--- src/hw/rtl/rc4_stream_cipher_top_assert.svh ---
// ---------------------------------------------------------------------------
// RC4 stream cipher assertion macros
// Shorthand for clocked implication checks used at the end of the top level.
// ---------------------------------------------------------------------------
`ifndef RC4_STREAM_CIPHER_TOP_ASSERT_SVH
`define RC4_STREAM_CIPHER_TOP_ASSERT_SVH

// Same-cycle implication, disabled while reset is high.
`define RC4_ASSERT_IMP(label, clk, rst, ante, cons) \
  label: assert property (@(posedge clk) disable iff (rst) (ante) |-> (cons)) \
    else $error("rc4 assertion failed");

// Next-cycle implication, disabled while reset is high.
`define RC4_ASSERT_NXT(label, clk, rst, ante, cons) \
  label: assert property (@(posedge clk) disable iff (rst) (ante) |=> (cons)) \
    else $error("rc4 assertion failed");

`endif

--- src/hw/rtl/rc4_pkg.sv ---
// ---------------------------------------------------------------------------
// RC4 package
// Shared widths, register codes, sequencer states and key helpers.
// ---------------------------------------------------------------------------
package rc4_pkg;

  localparam int MAX_KEY_BYTES = 32;
  localparam int MIN_KEY_BYTES = 5;
  localparam int KEY_REG_BYTES = 32;
  localparam int KEY_BITS      = 8 * KEY_REG_BYTES;
  localparam int KEY_IDX_W     = $clog2(MAX_KEY_BYTES);
  localparam int KEY_LEN_W     = $clog2(MAX_KEY_BYTES + 1);

  localparam int SBOX_AW       = 8;
  localparam int BYTE_W        = 8;
  localparam int DROP_W        = 12;
  localparam int KEY_BYTES_W   = 6;
  localparam int APB_DW        = 64;
  localparam int APB_AW        = 6;
  localparam int REG_IDX_W     = 3;

  localparam logic [KEY_BYTES_W-1:0] KEY_BYTES_RESET = 6'd16;
  localparam logic [DROP_W-1:0]      DROP_RESET      = 12'd3072;

  localparam logic [REG_IDX_W-1:0] REG_KEY0      = 3'd0;
  localparam logic [REG_IDX_W-1:0] REG_KEY1      = 3'd1;
  localparam logic [REG_IDX_W-1:0] REG_KEY2      = 3'd2;
  localparam logic [REG_IDX_W-1:0] REG_KEY3      = 3'd3;
  localparam logic [REG_IDX_W-1:0] REG_KEY_BYTES = 3'd4;
  localparam logic [REG_IDX_W-1:0] REG_DROP      = 3'd5;

  typedef logic [KEY_IDX_W-1:0] key_idx_t;
  typedef logic [KEY_LEN_W-1:0] key_len_t;

  typedef struct packed {
    logic [KEY_BITS-1:0]    key;
    logic [KEY_BYTES_W-1:0] key_bytes;
    logic [DROP_W-1:0]      drop_count;
  } rc4_cfg_t;

  typedef enum logic [3:0] {
    ST_IDLE,
    ST_FILL,
    ST_KSA_RD_I,
    ST_KSA_RD_J,
    ST_KSA_WR_I,
    ST_KSA_WR_J,
    ST_PRG_RD_I,
    ST_PRG_RD_J,
    ST_PRG_RD_T,
    ST_PRG_WR_I,
    ST_PRG_WR_J,
    ST_HOLD
  } rc4_state_t;

  // Key byte k of the register file; bytes past the registers read as zero.
  function automatic logic [BYTE_W-1:0] key_byte(input logic [KEY_BITS-1:0] key,
                                                 input key_idx_t idx);
    if (int'(idx) >= KEY_REG_BYTES) begin
      key_byte = '0;
    end else begin
      key_byte = key[8*idx +: 8];
    end
  endfunction

  // Saturate the programmed key length into the legal range.
  function automatic key_len_t clamp_len(input logic [KEY_BYTES_W-1:0] kb);
    if (int'(kb) < MIN_KEY_BYTES) begin
      clamp_len = key_len_t'(MIN_KEY_BYTES);
    end else if (int'(kb) > MAX_KEY_BYTES) begin
      clamp_len = key_len_t'(MAX_KEY_BYTES);
    end else begin
      clamp_len = key_len_t'(kb);
    end
  endfunction

endpackage

--- src/hw/rtl/rc4_stream_cipher_top.sv ---
// A keyed byte runs PRG_RD_I, RD_J, RD_T, WR_I and WR_J before its registered output.
// Each byte makes 3 reads and 2 writes on the single S-box port, and the next waits for it.
// A rekey first runs the fill, the key schedule and the drop of drop_count bytes.
// Reset is synchronous and active high; it clears i, j, the keyed flag and the registers.
// S-box contents stay unknown after reset; the first byte always runs the key schedule.
// ---------------------------------------------------------------------------
// RC4 stream cipher top level
// RC4-drop byte cipher with an APB register file and stream ports.
// ---------------------------------------------------------------------------
`include "rc4_stream_cipher_top_assert.svh"

module rc4_stream_cipher_top (
  input  logic                            clk,
  input  logic                            rst,
  // slave side: one byte per beat
  input  logic                            s_tvalid,
  output logic                            s_tready,
  input  logic [7:0]                      s_tdata,   // [7:0] data_in
  input  logic                            s_tuser,   // [0] rekey
  // master side: one result per beat
  output logic                            m_tvalid,
  input  logic                            m_tready,
  output logic [7:0]                      m_tdata,   // [7:0] data_out
  // configuration port
  input  logic                            psel,
  input  logic                            penable,
  input  logic                            pwrite,
  input  logic [rc4_pkg::APB_AW-1:0]      paddr,
  input  logic [rc4_pkg::APB_DW-1:0]      pwdata,
  output logic [rc4_pkg::APB_DW-1:0]      prdata,
  output logic                            pready
);

  rc4_pkg::rc4_cfg_t               cfg;
  logic                            sbox_we;
  logic [rc4_pkg::SBOX_AW-1:0]     sbox_addr;
  logic [rc4_pkg::BYTE_W-1:0]      sbox_wdata;
  logic [rc4_pkg::BYTE_W-1:0]      sbox_rdata;
  logic                            keyed;

  // Key, key length and drop count; read by the core during the next rekey.
  rc4_regs u_regs (
    .clk     (clk),
    .rst     (rst),
    .psel    (psel),
    .penable (penable),
    .pwrite  (pwrite),
    .paddr   (paddr),
    .pwdata  (pwdata),
    .prdata  (prdata),
    .pready  (pready),
    .cfg     (cfg)
  );

  // 256-entry permutation; every access of the cipher goes through this one port.
  rc4_sbox_ram #(
    .ADDR_W (rc4_pkg::SBOX_AW),
    .DATA_W (rc4_pkg::BYTE_W)
  ) u_sbox (
    .clk   (clk),
    .we    (sbox_we),
    .addr  (sbox_addr),
    .wdata (sbox_wdata),
    .rdata (sbox_rdata)
  );

  // Sequencer: fill, key schedule, drop, then one keystream byte per beat.
  // The output register lets the next beat in while a result waits.
  rc4_core u_core (
    .clk        (clk),
    .rst        (rst),
    .cfg        (cfg),
    .s_tvalid   (s_tvalid),
    .s_tready   (s_tready),
    .s_tdata    (s_tdata),
    .s_tuser    (s_tuser),
    .m_tvalid   (m_tvalid),
    .m_tready   (m_tready),
    .m_tdata    (m_tdata),
    .sbox_we    (sbox_we),
    .sbox_addr  (sbox_addr),
    .sbox_wdata (sbox_wdata),
    .sbox_rdata (sbox_rdata),
    .keyed      (keyed)
  );

  // Drop ready once a beat is taken.
  `RC4_ASSERT_NXT(a_busy_after_accept, clk, rst, s_tvalid && s_tready, !s_tready)
  // Never write the S-box while waiting for input.
  `RC4_ASSERT_IMP(a_no_write_idle, clk, rst, s_tready, !sbox_we)
  // A result only appears after a full key schedule.
  `RC4_ASSERT_IMP(a_result_keyed, clk, rst, $rose(m_tvalid), keyed)

endmodule

--- src/hw/rtl/rc4_sbox_ram.sv ---
// ---------------------------------------------------------------------------
// RC4 S-box RAM
// Single-port RAM with registered read data.
// ---------------------------------------------------------------------------
module rc4_sbox_ram #(
  parameter int ADDR_W = 8,
  parameter int DATA_W = 8
) (
  input  logic              clk,
  input  logic              we,
  input  logic [ADDR_W-1:0] addr,
  input  logic [DATA_W-1:0] wdata,
  output logic [DATA_W-1:0] rdata
);

  logic [DATA_W-1:0] mem [2**ADDR_W];

  always_ff @(posedge clk) begin
    if (we) begin
      mem[addr] <= wdata;
    end
    rdata <= mem[addr];
  end

endmodule

--- src/hw/rtl/rc4_regs.sv ---
// ---------------------------------------------------------------------------
// RC4 configuration registers
// APB register file for key words, key length and drop count.
// ---------------------------------------------------------------------------
module rc4_regs (
  input  logic                                clk,
  input  logic                                rst,
  input  logic                                psel,
  input  logic                                penable,
  input  logic                                pwrite,
  input  logic [rc4_pkg::APB_AW-1:0]          paddr,
  input  logic [rc4_pkg::APB_DW-1:0]          pwdata,
  output logic [rc4_pkg::APB_DW-1:0]          prdata,
  output logic                                pready,
  output rc4_pkg::rc4_cfg_t                   cfg
);

  logic [rc4_pkg::APB_DW-1:0]      key_word [4];
  logic [rc4_pkg::KEY_BYTES_W-1:0] key_bytes;
  logic [rc4_pkg::DROP_W-1:0]      drop_count;
  logic [rc4_pkg::REG_IDX_W-1:0]   reg_idx;
  logic                            wr_en;

  assign pready  = 1'b1;
  assign reg_idx = paddr[rc4_pkg::APB_AW-1:3];
  assign wr_en   = psel && penable && pwrite && pready;

  always_ff @(posedge clk) begin
    if (rst) begin
      key_word[0] <= '0;
      key_word[1] <= '0;
      key_word[2] <= '0;
      key_word[3] <= '0;
      key_bytes   <= rc4_pkg::KEY_BYTES_RESET;
      drop_count  <= rc4_pkg::DROP_RESET;
    end else if (wr_en) begin
      case (reg_idx)
        rc4_pkg::REG_KEY0:      key_word[0] <= pwdata;
        rc4_pkg::REG_KEY1:      key_word[1] <= pwdata;
        rc4_pkg::REG_KEY2:      key_word[2] <= pwdata;
        rc4_pkg::REG_KEY3:      key_word[3] <= pwdata;
        rc4_pkg::REG_KEY_BYTES: key_bytes   <= pwdata[rc4_pkg::KEY_BYTES_W-1:0];
        rc4_pkg::REG_DROP:      drop_count  <= pwdata[rc4_pkg::DROP_W-1:0];
        default: ;
      endcase
    end
  end

  always_comb begin
    case (reg_idx)
      rc4_pkg::REG_KEY0:      prdata = key_word[0];
      rc4_pkg::REG_KEY1:      prdata = key_word[1];
      rc4_pkg::REG_KEY2:      prdata = key_word[2];
      rc4_pkg::REG_KEY3:      prdata = key_word[3];
      rc4_pkg::REG_KEY_BYTES: prdata = {{(rc4_pkg::APB_DW-rc4_pkg::KEY_BYTES_W){1'b0}},
                                        key_bytes};
      rc4_pkg::REG_DROP:      prdata = {{(rc4_pkg::APB_DW-rc4_pkg::DROP_W){1'b0}},
                                        drop_count};
      default:                prdata = '0;
    endcase
  end

  assign cfg.key        = {key_word[3], key_word[2], key_word[1], key_word[0]};
  assign cfg.key_bytes  = key_bytes;
  assign cfg.drop_count = drop_count;

endmodule

--- src/hw/rtl/rc4_core.sv ---
// ---------------------------------------------------------------------------
// RC4 sequencer
// Drives the S-box port through fill, key schedule, drop and byte output.
// ---------------------------------------------------------------------------
module rc4_core (
  input  logic                            clk,
  input  logic                            rst,
  input  rc4_pkg::rc4_cfg_t               cfg,
  input  logic                            s_tvalid,
  output logic                            s_tready,
  input  logic [rc4_pkg::BYTE_W-1:0]      s_tdata,
  input  logic                            s_tuser,
  output logic                            m_tvalid,
  input  logic                            m_tready,
  output logic [rc4_pkg::BYTE_W-1:0]      m_tdata,
  output logic                            sbox_we,
  output logic [rc4_pkg::SBOX_AW-1:0]     sbox_addr,
  output logic [rc4_pkg::BYTE_W-1:0]      sbox_wdata,
  input  logic [rc4_pkg::BYTE_W-1:0]      sbox_rdata,
  output logic                            keyed
);

  rc4_pkg::rc4_state_t         state;
  rc4_pkg::rc4_state_t         state_next;
  logic [7:0]                  index_i;
  logic [7:0]                  index_j;
  logic [7:0]                  si;
  logic [7:0]                  sj;
  logic [7:0]                  t_addr;
  logic [7:0]                  data_q;
  logic [7:0]                  res;
  rc4_pkg::key_idx_t           kidx;
  rc4_pkg::key_len_t           len;
  logic [rc4_pkg::DROP_W-1:0]  drop_left;
  logic                        dropping;
  logic                        out_free;
  logic                        load_out;
  logic [7:0]                  ksa_j;
  logic [7:0]                  prg_j;
  logic [7:0]                  ks;

  assign len      = rc4_pkg::clamp_len(cfg.key_bytes);
  assign dropping = (drop_left != '0);
  assign out_free = !m_tvalid || m_tready;
  assign ksa_j    = index_j + sbox_rdata + rc4_pkg::key_byte(cfg.key, kidx);
  assign prg_j    = index_j + sbox_rdata;

  // Forward the swapped values when the output index hits i or j.
  always_comb begin
    if (t_addr == index_i) begin
      ks = sj;
    end else if (t_addr == index_j) begin
      ks = si;
    end else begin
      ks = sbox_rdata;
    end
  end

  always_comb begin
    state_next = state;
    case (state)
      rc4_pkg::ST_IDLE: begin
        if (s_tvalid) begin
          state_next = (s_tuser || !keyed) ? rc4_pkg::ST_FILL : rc4_pkg::ST_PRG_RD_I;
        end
      end
      rc4_pkg::ST_FILL: begin
        if (index_i == 8'hFF) begin
          state_next = rc4_pkg::ST_KSA_RD_I;
        end
      end
      rc4_pkg::ST_KSA_RD_I: state_next = rc4_pkg::ST_KSA_RD_J;
      rc4_pkg::ST_KSA_RD_J: state_next = rc4_pkg::ST_KSA_WR_I;
      rc4_pkg::ST_KSA_WR_I: state_next = rc4_pkg::ST_KSA_WR_J;
      rc4_pkg::ST_KSA_WR_J: begin
        state_next = (index_i == 8'hFF) ? rc4_pkg::ST_PRG_RD_I : rc4_pkg::ST_KSA_RD_I;
      end
      rc4_pkg::ST_PRG_RD_I: state_next = rc4_pkg::ST_PRG_RD_J;
      rc4_pkg::ST_PRG_RD_J: state_next = rc4_pkg::ST_PRG_RD_T;
      rc4_pkg::ST_PRG_RD_T: begin
        state_next = dropping ? rc4_pkg::ST_PRG_WR_J : rc4_pkg::ST_PRG_WR_I;
      end
      rc4_pkg::ST_PRG_WR_I: state_next = rc4_pkg::ST_PRG_WR_J;
      rc4_pkg::ST_PRG_WR_J: begin
        if (dropping) begin
          state_next = rc4_pkg::ST_PRG_RD_I;
        end else begin
          state_next = out_free ? rc4_pkg::ST_IDLE : rc4_pkg::ST_HOLD;
        end
      end
      rc4_pkg::ST_HOLD: begin
        if (out_free) begin
          state_next = rc4_pkg::ST_IDLE;
        end
      end
      default: state_next = rc4_pkg::ST_IDLE;
    endcase
  end

  always_comb begin
    s_tready   = 1'b0;
    sbox_we    = 1'b0;
    sbox_addr  = index_i;
    sbox_wdata = '0;
    load_out   = 1'b0;
    case (state)
      rc4_pkg::ST_IDLE: s_tready = 1'b1;
      rc4_pkg::ST_FILL: begin
        sbox_we    = 1'b1;
        sbox_wdata = index_i;
      end
      rc4_pkg::ST_KSA_RD_I: sbox_addr = index_i;
      rc4_pkg::ST_KSA_RD_J: sbox_addr = ksa_j;
      rc4_pkg::ST_KSA_WR_I: begin
        sbox_we    = 1'b1;
        sbox_wdata = sbox_rdata;
      end
      rc4_pkg::ST_KSA_WR_J: begin
        sbox_we    = 1'b1;
        sbox_addr  = index_j;
        sbox_wdata = si;
      end
      rc4_pkg::ST_PRG_RD_I: sbox_addr = index_i + 8'd1;
      rc4_pkg::ST_PRG_RD_J: sbox_addr = prg_j;
      rc4_pkg::ST_PRG_RD_T: begin
        if (dropping) begin
          sbox_we    = 1'b1;
          sbox_wdata = sbox_rdata;
        end else begin
          sbox_addr = si + sbox_rdata;
        end
      end
      rc4_pkg::ST_PRG_WR_I: begin
        sbox_we    = 1'b1;
        sbox_wdata = sj;
      end
      rc4_pkg::ST_PRG_WR_J: begin
        sbox_we    = 1'b1;
        sbox_addr  = index_j;
        sbox_wdata = si;
        load_out   = !dropping && out_free;
      end
      rc4_pkg::ST_HOLD: load_out = out_free;
      default: ;
    endcase
  end

  always_ff @(posedge clk) begin
    if (rst) begin
      state     <= rc4_pkg::ST_IDLE;
      index_i   <= '0;
      index_j   <= '0;
      kidx      <= '0;
      drop_left <= '0;
      keyed     <= 1'b0;
      m_tvalid  <= 1'b0;
    end else begin
      state <= state_next;
      case (state)
        rc4_pkg::ST_IDLE: begin
          if (s_tvalid) begin
            data_q <= s_tdata;
            if (s_tuser || !keyed) begin
              index_i   <= '0;
              index_j   <= '0;
              kidx      <= '0;
              drop_left <= cfg.drop_count;
            end
          end
        end
        rc4_pkg::ST_FILL: index_i <= index_i + 8'd1;
        rc4_pkg::ST_KSA_RD_J: begin
          si      <= sbox_rdata;
          index_j <= ksa_j;
        end
        rc4_pkg::ST_KSA_WR_J: begin
          index_i <= index_i + 8'd1;
          if (rc4_pkg::key_len_t'(kidx) == len - rc4_pkg::key_len_t'(1)) begin
            kidx <= '0;
          end else begin
            kidx <= kidx + rc4_pkg::key_idx_t'(1);
          end
          // End of the schedule: restart both indices for the keystream.
          if (index_i == 8'hFF) begin
            index_j <= '0;
            keyed   <= 1'b1;
          end
        end
        rc4_pkg::ST_PRG_RD_I: index_i <= index_i + 8'd1;
        rc4_pkg::ST_PRG_RD_J: begin
          si      <= sbox_rdata;
          index_j <= prg_j;
        end
        rc4_pkg::ST_PRG_RD_T: begin
          sj     <= sbox_rdata;
          t_addr <= si + sbox_rdata;
        end
        rc4_pkg::ST_PRG_WR_I: res <= data_q ^ ks;
        rc4_pkg::ST_PRG_WR_J: begin
          if (dropping) begin
            drop_left <= drop_left - rc4_pkg::DROP_W'(1);
          end
        end
        default: ;
      endcase
      if (load_out) begin
        m_tvalid <= 1'b1;
      end else if (m_tready) begin
        m_tvalid <= 1'b0;
      end
    end
  end

  always_ff @(posedge clk) begin
    if (load_out) begin
      m_tdata <= res;
    end
  end

endmodule

--- config.mk ---
export PLATFORM = sky130hd
export DESIGN_NAME = rc4_stream_cipher_top
export DESIGN_NICKNAME = d
export VERILOG_FILES = /design/src/hw/rtl/rc4_pkg.sv /design/src/hw/rtl/rc4_stream_cipher_top.sv /design/src/hw/rtl/rc4_sbox_ram.sv /design/src/hw/rtl/rc4_regs.sv /design/src/hw/rtl/rc4_core.sv
export VERILOG_INCLUDE_DIRS = /design/src /design/src/hw/rtl
export SDC_FILE = /design/constraint.sdc
export NUM_CORES = 2
export LEC_CHECK = 0
export BUFFER_PORTS_ARGS = -buffer_cell sky130_fd_sc_hd__buf_2
export CELL_PAD_IN_SITES_DETAIL_PLACEMENT = 0
export CELL_PAD_IN_SITES_GLOBAL_PLACEMENT = 1
export CORE_MARGIN = 2
export CORE_UTILIZATION = 45
export CTS_CLUSTER_SIZE = 12
export DETAILED_ROUTE_END_ITERATION = 12
export PLACE_DENSITY = 0.77
export RECOVER_POWER = 50
export SYNTH_ARGS = -nofsm -noshare
export SYNTH_HDL_FRONTEND = slang
export SYNTH_SLANG_ARGS = --single-unit
--- constraint.sdc ---
create_clock -name clk -period 8.2 [get_ports clk]
set_clock_uncertainty 0.1 [all_clocks]
set_input_delay 1.64 -clock clk [delete_from_list [all_inputs] [get_ports clk]]
set_output_delay 1.64 -clock clk [all_outputs]
set_load 0.02 [all_outputs]
After elaboration in Yosys (flattened, before gate mapping)
Memory sizes are Yosys's and may differ from the RTL's. A register that Yosys moved wholly into a read port is not among the register bits.
Cells that the tools add are included.
W data, S select, Z words.
{"block": "totals", "regBits": 105, "latch_bits": 0, "ram_bits": 2304, "rom_bits": 0, "in_bits": 86, "word_cells": 152, "mem_count": 2}
{"memory": "u_sbox.mem", "words": 256, "word_bits": 8, "rd": 1, "rd_clocked_by_memory_dff": 1, "wr": 1, "line_no": "rc4_sbox_ram.sv:16", "source": "logic [DATA_W-1:0] mem [2**ADDR_W];"}
{"memory": "u_regs.key_word", "words": 4, "word_bits": 64, "rd": 4, "rd_clocked_by_memory_dff": 0, "wr": 4, "line_no": "rc4_regs.sv:18", "source": "logic [rc4_pkg::APB_DW-1:0] key_word [4];"}
{"block": "classes", "add_sub_neg": 7, "n_mul": 0, "div_mod_pow": 0, "n_lt_le_gt_ge": 2, "eq_ne": 26, "shift": 1, "n_mux": 61, "n_bitwise": 6, "reduce_logical": 32}
{"operator": "$pmux W64 S6", "n": 1}
{"operator": "$mux W64", "n": 4}
{"operator": "$shiftx A256 B9 Y8", "n": 1}
{"operator": "$pmux W8 S5", "n": 2}
{"operator": "$mux W8", "n": 7}
{"operator": "$pmux W4 S12", "n": 1}
{"operator": "$mux W12", "n": 3}
{"operator": "$pmux W8 S4", "n": 1}
{"operator": "$add A8 B8 Y8", "n": 3}
{"operator": "$mux W1", "n": 24}
{"operator": "$pmux W12 S2", "n": 1}
{"operator": "$mux W4", "n": 5}
{"operator": "$eq A4 B3 Y1 const B", "n": 4}
{"operator": "$eq A4 B4 Y1 const B", "n": 4}
{"operator": "$eq A8 B8 Y1", "n": 2}
{"operator": "$pmux W8 S2", "n": 1}
{"operator": "$mux W5", "n": 3}
{"operator": "$mux W6", "n": 2}
{"operator": "$reduce_and A2 Y1", "n": 6}
{"operator": "$reduce_and A3 Y1", "n": 4}
{"operator": "$reduce_bool A12 Y1", "n": 1}
{"operator": "$sub A12 B1 Y12 const B", "n": 1}
{"operator": "$ne A2 B1 Y1 const B", "n": 5}
{"operator": "$pmux W5 S2", "n": 1}
{"operator": "other kinds (30)", "n": 48}

Longest topological paths before layout
{"block": "depth", "word_depth": 7, "ltp_mapped": 25, "mapped_depth_nobuf": 18}

Cells and area by module
Synthesis repeated with hierarchy kept, for this count alone.
{"block": "hier_totals", "cells_unflattened": 5155, "hier_area_um2": 98607.1}
{"module": "rc4_sbox_ram", "n_inst": 1, "cells_per_inst": 3547, "area_per_inst_um2": 78492.8, "seq_area_each_um2": 61659.1}
{"module": "rc4_regs", "n_inst": 1, "cells_per_inst": 836, "area_per_inst_um2": 12413.2, "seq_area_each_um2": 8047.7}
{"module": "rc4_core", "n_inst": 1, "cells_per_inst": 772, "area_per_inst_um2": 7701.1, "seq_area_each_um2": 2222.1}

Least setup slack after synthesis
Ideal clock, no wire load.
{"block": "synth_timing", "kind": "input to register", "start": "in paddr[5] (netlist bit)", "end": "mem u_regs.key_word[0][0] (netlist bit) (enable)", "setup_ps": 581, "arrival_time_ps": 7026, "t_required_ps": 7519, "setup_slack_ps": 493, "stages": 4, "n_path_buf": 2, "cell_sequence": "clkbuf_1 -> or2_2 -> clkbuf_1 -> o31ai_1"}
{"item": "start, declared", "line_no": "rc4_stream_cipher_top.sv:28", "source": "input logic [rc4_pkg::APB_AW-1:0] paddr,"}
{"item": "end, declared", "line_no": "rc4_regs.sv:18"}

Worst setup path after layout
{"block": "layout_timing", "start": "reg u_core.state[3]", "end": "mem u_sbox.mem[227][5] (data pin)"}
{"block": "layout_via", "elab_chain_len": 3}
{"item": "start, declared", "line_no": "rc4_core.sv:23", "source": "rc4_pkg::rc4_state_t state;"}
{"item": "start signal, assigned", "line_no": "rc4_core.sv:150", "source": "state <= rc4_pkg::ST_IDLE;"}
{"item": "start signal, assigned", "line_no": "rc4_core.sv:158", "source": "state <= state_next;"}
{"item": "$eq A4 B3 Y1 / $eq A4 B4 Y1 (equally long branches)", "line_no": "rc4_core.sv:106", "source": "case (state)"}
{"item": "$reduce_or A2 Y1 (no source line)"}
{"item": "$pmux W8 S5 (*)", "line_no": "rc4_core.sv:106"}
{"item": "net sbox_wdata (one bit)", "line_no": "rc4_stream_cipher_top.sv:37", "source": "logic [rc4_pkg::BYTE_W-1:0] sbox_wdata;"}
{"item": "end, declared", "line_no": "rc4_sbox_ram.sv:16"}
Mark *: on every way through the listed nets, which the timed path passes. The rest lies on a longest branch.

==> impl_metrics.json <==
{
  "yosys.area_share.simple": 0.106,
  "vias": 60200,
  "end_kind": "register",
  "synth_fa_ha_area_frac": 0.00386,
  "coreArea_um2": 220000,
  "yosys_warnings": 0,
  "cts_buffer_depth": 3,
  "grt_usage": 0.233,
  "synth_compound_gate_area_share": 0.0653,
  "path_clk_slew_ps": 60,
  "clk-insertion-delay-late_ps": 900,
  "min_path_type": "reg -> reg",
  "synthDistinctLibCells": 82,
  "cp_data_required_time_ps": 8170,
  "rsz0062_at_grt": "no",
  "cp-startpoint": "u_core.state[3]$_SDFFE_PP0P_",
  "cap_violations": 28,
  "port_buffers": 156,
  "finalHoldViolCount": 0,
  "period_needed_ps": 7490,
  "critical_path.startpoint_type": "register",
  "die_w_um": 475,
  "vias_per_cell": 6.03,
  "cts-buffers-inserted": 238,
  "grt_pass1_wl_um": 390000,
  "cellLeakagePower_nw": 34.7,
  "setup_slack_ps": 713,
  "drt_iter0_drc": 7702,
  "ys.flop_type": "edfxtp_1",
  "min_from": "u_core.res[5]$_DFFE_PP_",
  "grt_max_degree": 178,
  "r2r-start": "u_core.state[3]$_SDFFE_PP0P_",
  "final_common_cell": "edfxtp_1",
  "power_density_nw_per_um2": 251,
  "initial_core_util": 0.454,
  "max-slew-margin-rel": -2.03,
  "first_pass_iters": 8,
  "cts_tree": "done",
  "syn_area_per_cell_um2": 15.0,
  "worst_ep_arrival_time_ps": 7460,
  "boundaryPins": 161,
  "fillers": 17900,
  "ant_nets": 0,
  "avgRoutedWirePerCell_um": 26.8,
  "post-cts-setup-buffer-count": 0,
  "synthCells": 6678,
  "synthToLayoutAreaGrowth_pct": 11.7,
  "tns_ps": 0,
  "grt_pass1_vias": 57900,
  "yosysSeqAreaShare": 0.720,
  "fp.dieArea_um2": 226000,
  "fin_nets": 6986,
  "synthMuxAreaShare": 0.0795,
  "postCtsHoldBufs": 0,
  "violations": "capacitance limit, slew limit",
  "synth.ff_latch_count": 2417,
  "clock.fmax_mhz": 134,
  "die_y_um": 475,
  "grt_remaining_overflow": 0,
  "ctsResizeCount": 0,
  "synthArstFlopShare": 0,
  "slew_viol_final": 1965,
  "clock-sinks": 2417,
  "synth-edff-count": 2352,
  "gp_congestion": 0.872,
  "final_cell_mix": "edfxtp_1, nand2_1, nor2_1",
  "status": "finished with violations",
  "rows": 172,
  "synth_top_family_by_area": "simple AND/OR/NAND/NOR gates",
  "worst-setup-path-type": "reg -> reg",
  "grt_antenna_before_repair": 14,
  "dp_hpwl_um": 163000,
  "syn-num-nets": 6793,
  "setup_viol": 0,
  "synth_xor_area_frac": 0.00394,
  "drc": 0,
  "ir_worst_vdd_mv": 0.211,
  "place_ws_ps": 1020,
  "drive_above_1_share": 0.145,
  "max_slew.worst_pin.slew_ps": 4550,
  "netlist_area_um2": 99900,
  "cts-root-buf": "clkbuf_16",
  "path_max_fanout": 177,
  "htree_levels": 4,
  "post-route-period-util": 0.913,
  "wl_um": 267000
}
-- synthesized netlist by cell type, types with 34 or more instances --
cell / instances / area (µm²)
edfxtp_1: 2352 / 70600
nand3_1: 243 / 1220
a31oi_1: 67 / 419
clkbuf_1: 264 / 991
buf_2: 101 / 505
a21oi_1: 152 / 761
o22ai_1: 59 / 369
a22oi_1: 193 / 1450
o21ai_0: 101 / 505
nand2_1: 1168 / 4380
and3_1: 132 / 826
and2_1: 264 / 1650
nor2_1: 399 / 1500
mux2i_1: 99 / 991
dfxtp_1: 65 / 1300
mux4_2: 306 / 6890
a311oi_1: 103 / 902
buf_1: 51 / 191
a211oi_1: 69 / 518
nand4_1: 34 / 213
-- critical path, cell delays in order, from the launching register on --
cell	delay [ps]
dfxtp_1	300
clkbuf_1	1220
inv_1	460
nor2_1	390
a21oi_1	110
nor3_1	220
clkbuf_1	360
a221o_1	490
clkbuf_2	2700
-- metrics by stage --
stage | total power [mW] | util | instance area [µm²] | hold slack [ps] | instances
2_1_floorplan | 16.9 | - | 99900 | 300 | 6678
3_3_place_gp | 18.2 | 0.477 | 105000 | 303 | 9589
3_5_place_dp | 18.3 | 0.477 | 105000 | 307 | 9589
4_1_cts | 28.2 | 0.508 | 112000 | 318 | 9972
5_1_grt | 29.0 | 0.507 | 112000 | 324 | 9976
6_report | 28.1 | 0.507 | 112000 | 316 | 9979
-- registers in the layout (all words and copies together) (netlist names) --
register,cells
u_sbox.mem,2048
u_core.state,4
u_core.kidx,5
u_core.m_tvalid,1
u_core.m_tdata,8
u_core.index_j,8
u_regs.drop_count,12
u_core.res,8
u_sbox.rdata,8
u_core.index_i,8
u_core.drop_left,12
u_core.t_addr,8
u_core.keyed,1
u_regs.key_bytes,6
u_core.data_q,8
u_core.sj,8
u_regs.key_word,256
u_core.si,8
-- metal layers --
| layer | GRT usage | wire length (µm) |
|---|---|---|
| met5 | 0 | 26 |
| met4 | 0.0698 | 7530 |
| met3 | 0.0438 | 26500 |
| met2 | 0.368 | 126000 |
| met1 | 0.330 | 107000 |
-- path summary, 6_finish.rpt --
| path | to | slack [ps] | cells after the start |
|---|---|---|---|
| hold reg to reg | u_core.m_tdata[5]$_DFFE_PP_ | 320 | 0 |
| setup reg to reg | u_sbox.mem[227][5]$_DFFE_PP_ | 710 | 8 |
| hold / removal | u_core.m_tdata[5]$_DFFE_PP_ | 320 | 0 |
| setup / recovery | u_sbox.mem[227][5]$_DFFE_PP_ | 710 | 8 |
-- final cells by class --
class,count,area (µm²),share of cell area
antenna,7,17.5,0.000157
clock buffer,310,6260,0.0560
clock inverter,73,721,0.00645
inverter,26,97.6,0.000874
multi-input combinational,3779,26000,0.233
sequential,2417,71900,0.644
tap,2958,3700,0.0331
timing repair buffer,409,2910,0.0260
-- logic make-up (layout without fill, tap and decap cells) --
kind of cell	after synthesis	count (layout)
AOI/OAI and AO/OA	935	935
xor gates and xnor gates	45	45
muxes	410	410
buffers and inverters	482	818
and+or+nand+nor	2359	2359
other	1	8
DFF	2417	2417
adders and majority gates	29	29
-- power by group --
group / switching [mW] / internal [mW] / total, mW
sequential: 0.157 / 13.7 / 13.8
clock: 4.54 / 5.48 / 10.0
combinational: 2.72 / 1.49 / 4.20
Power figures use the tool's default switching activity.
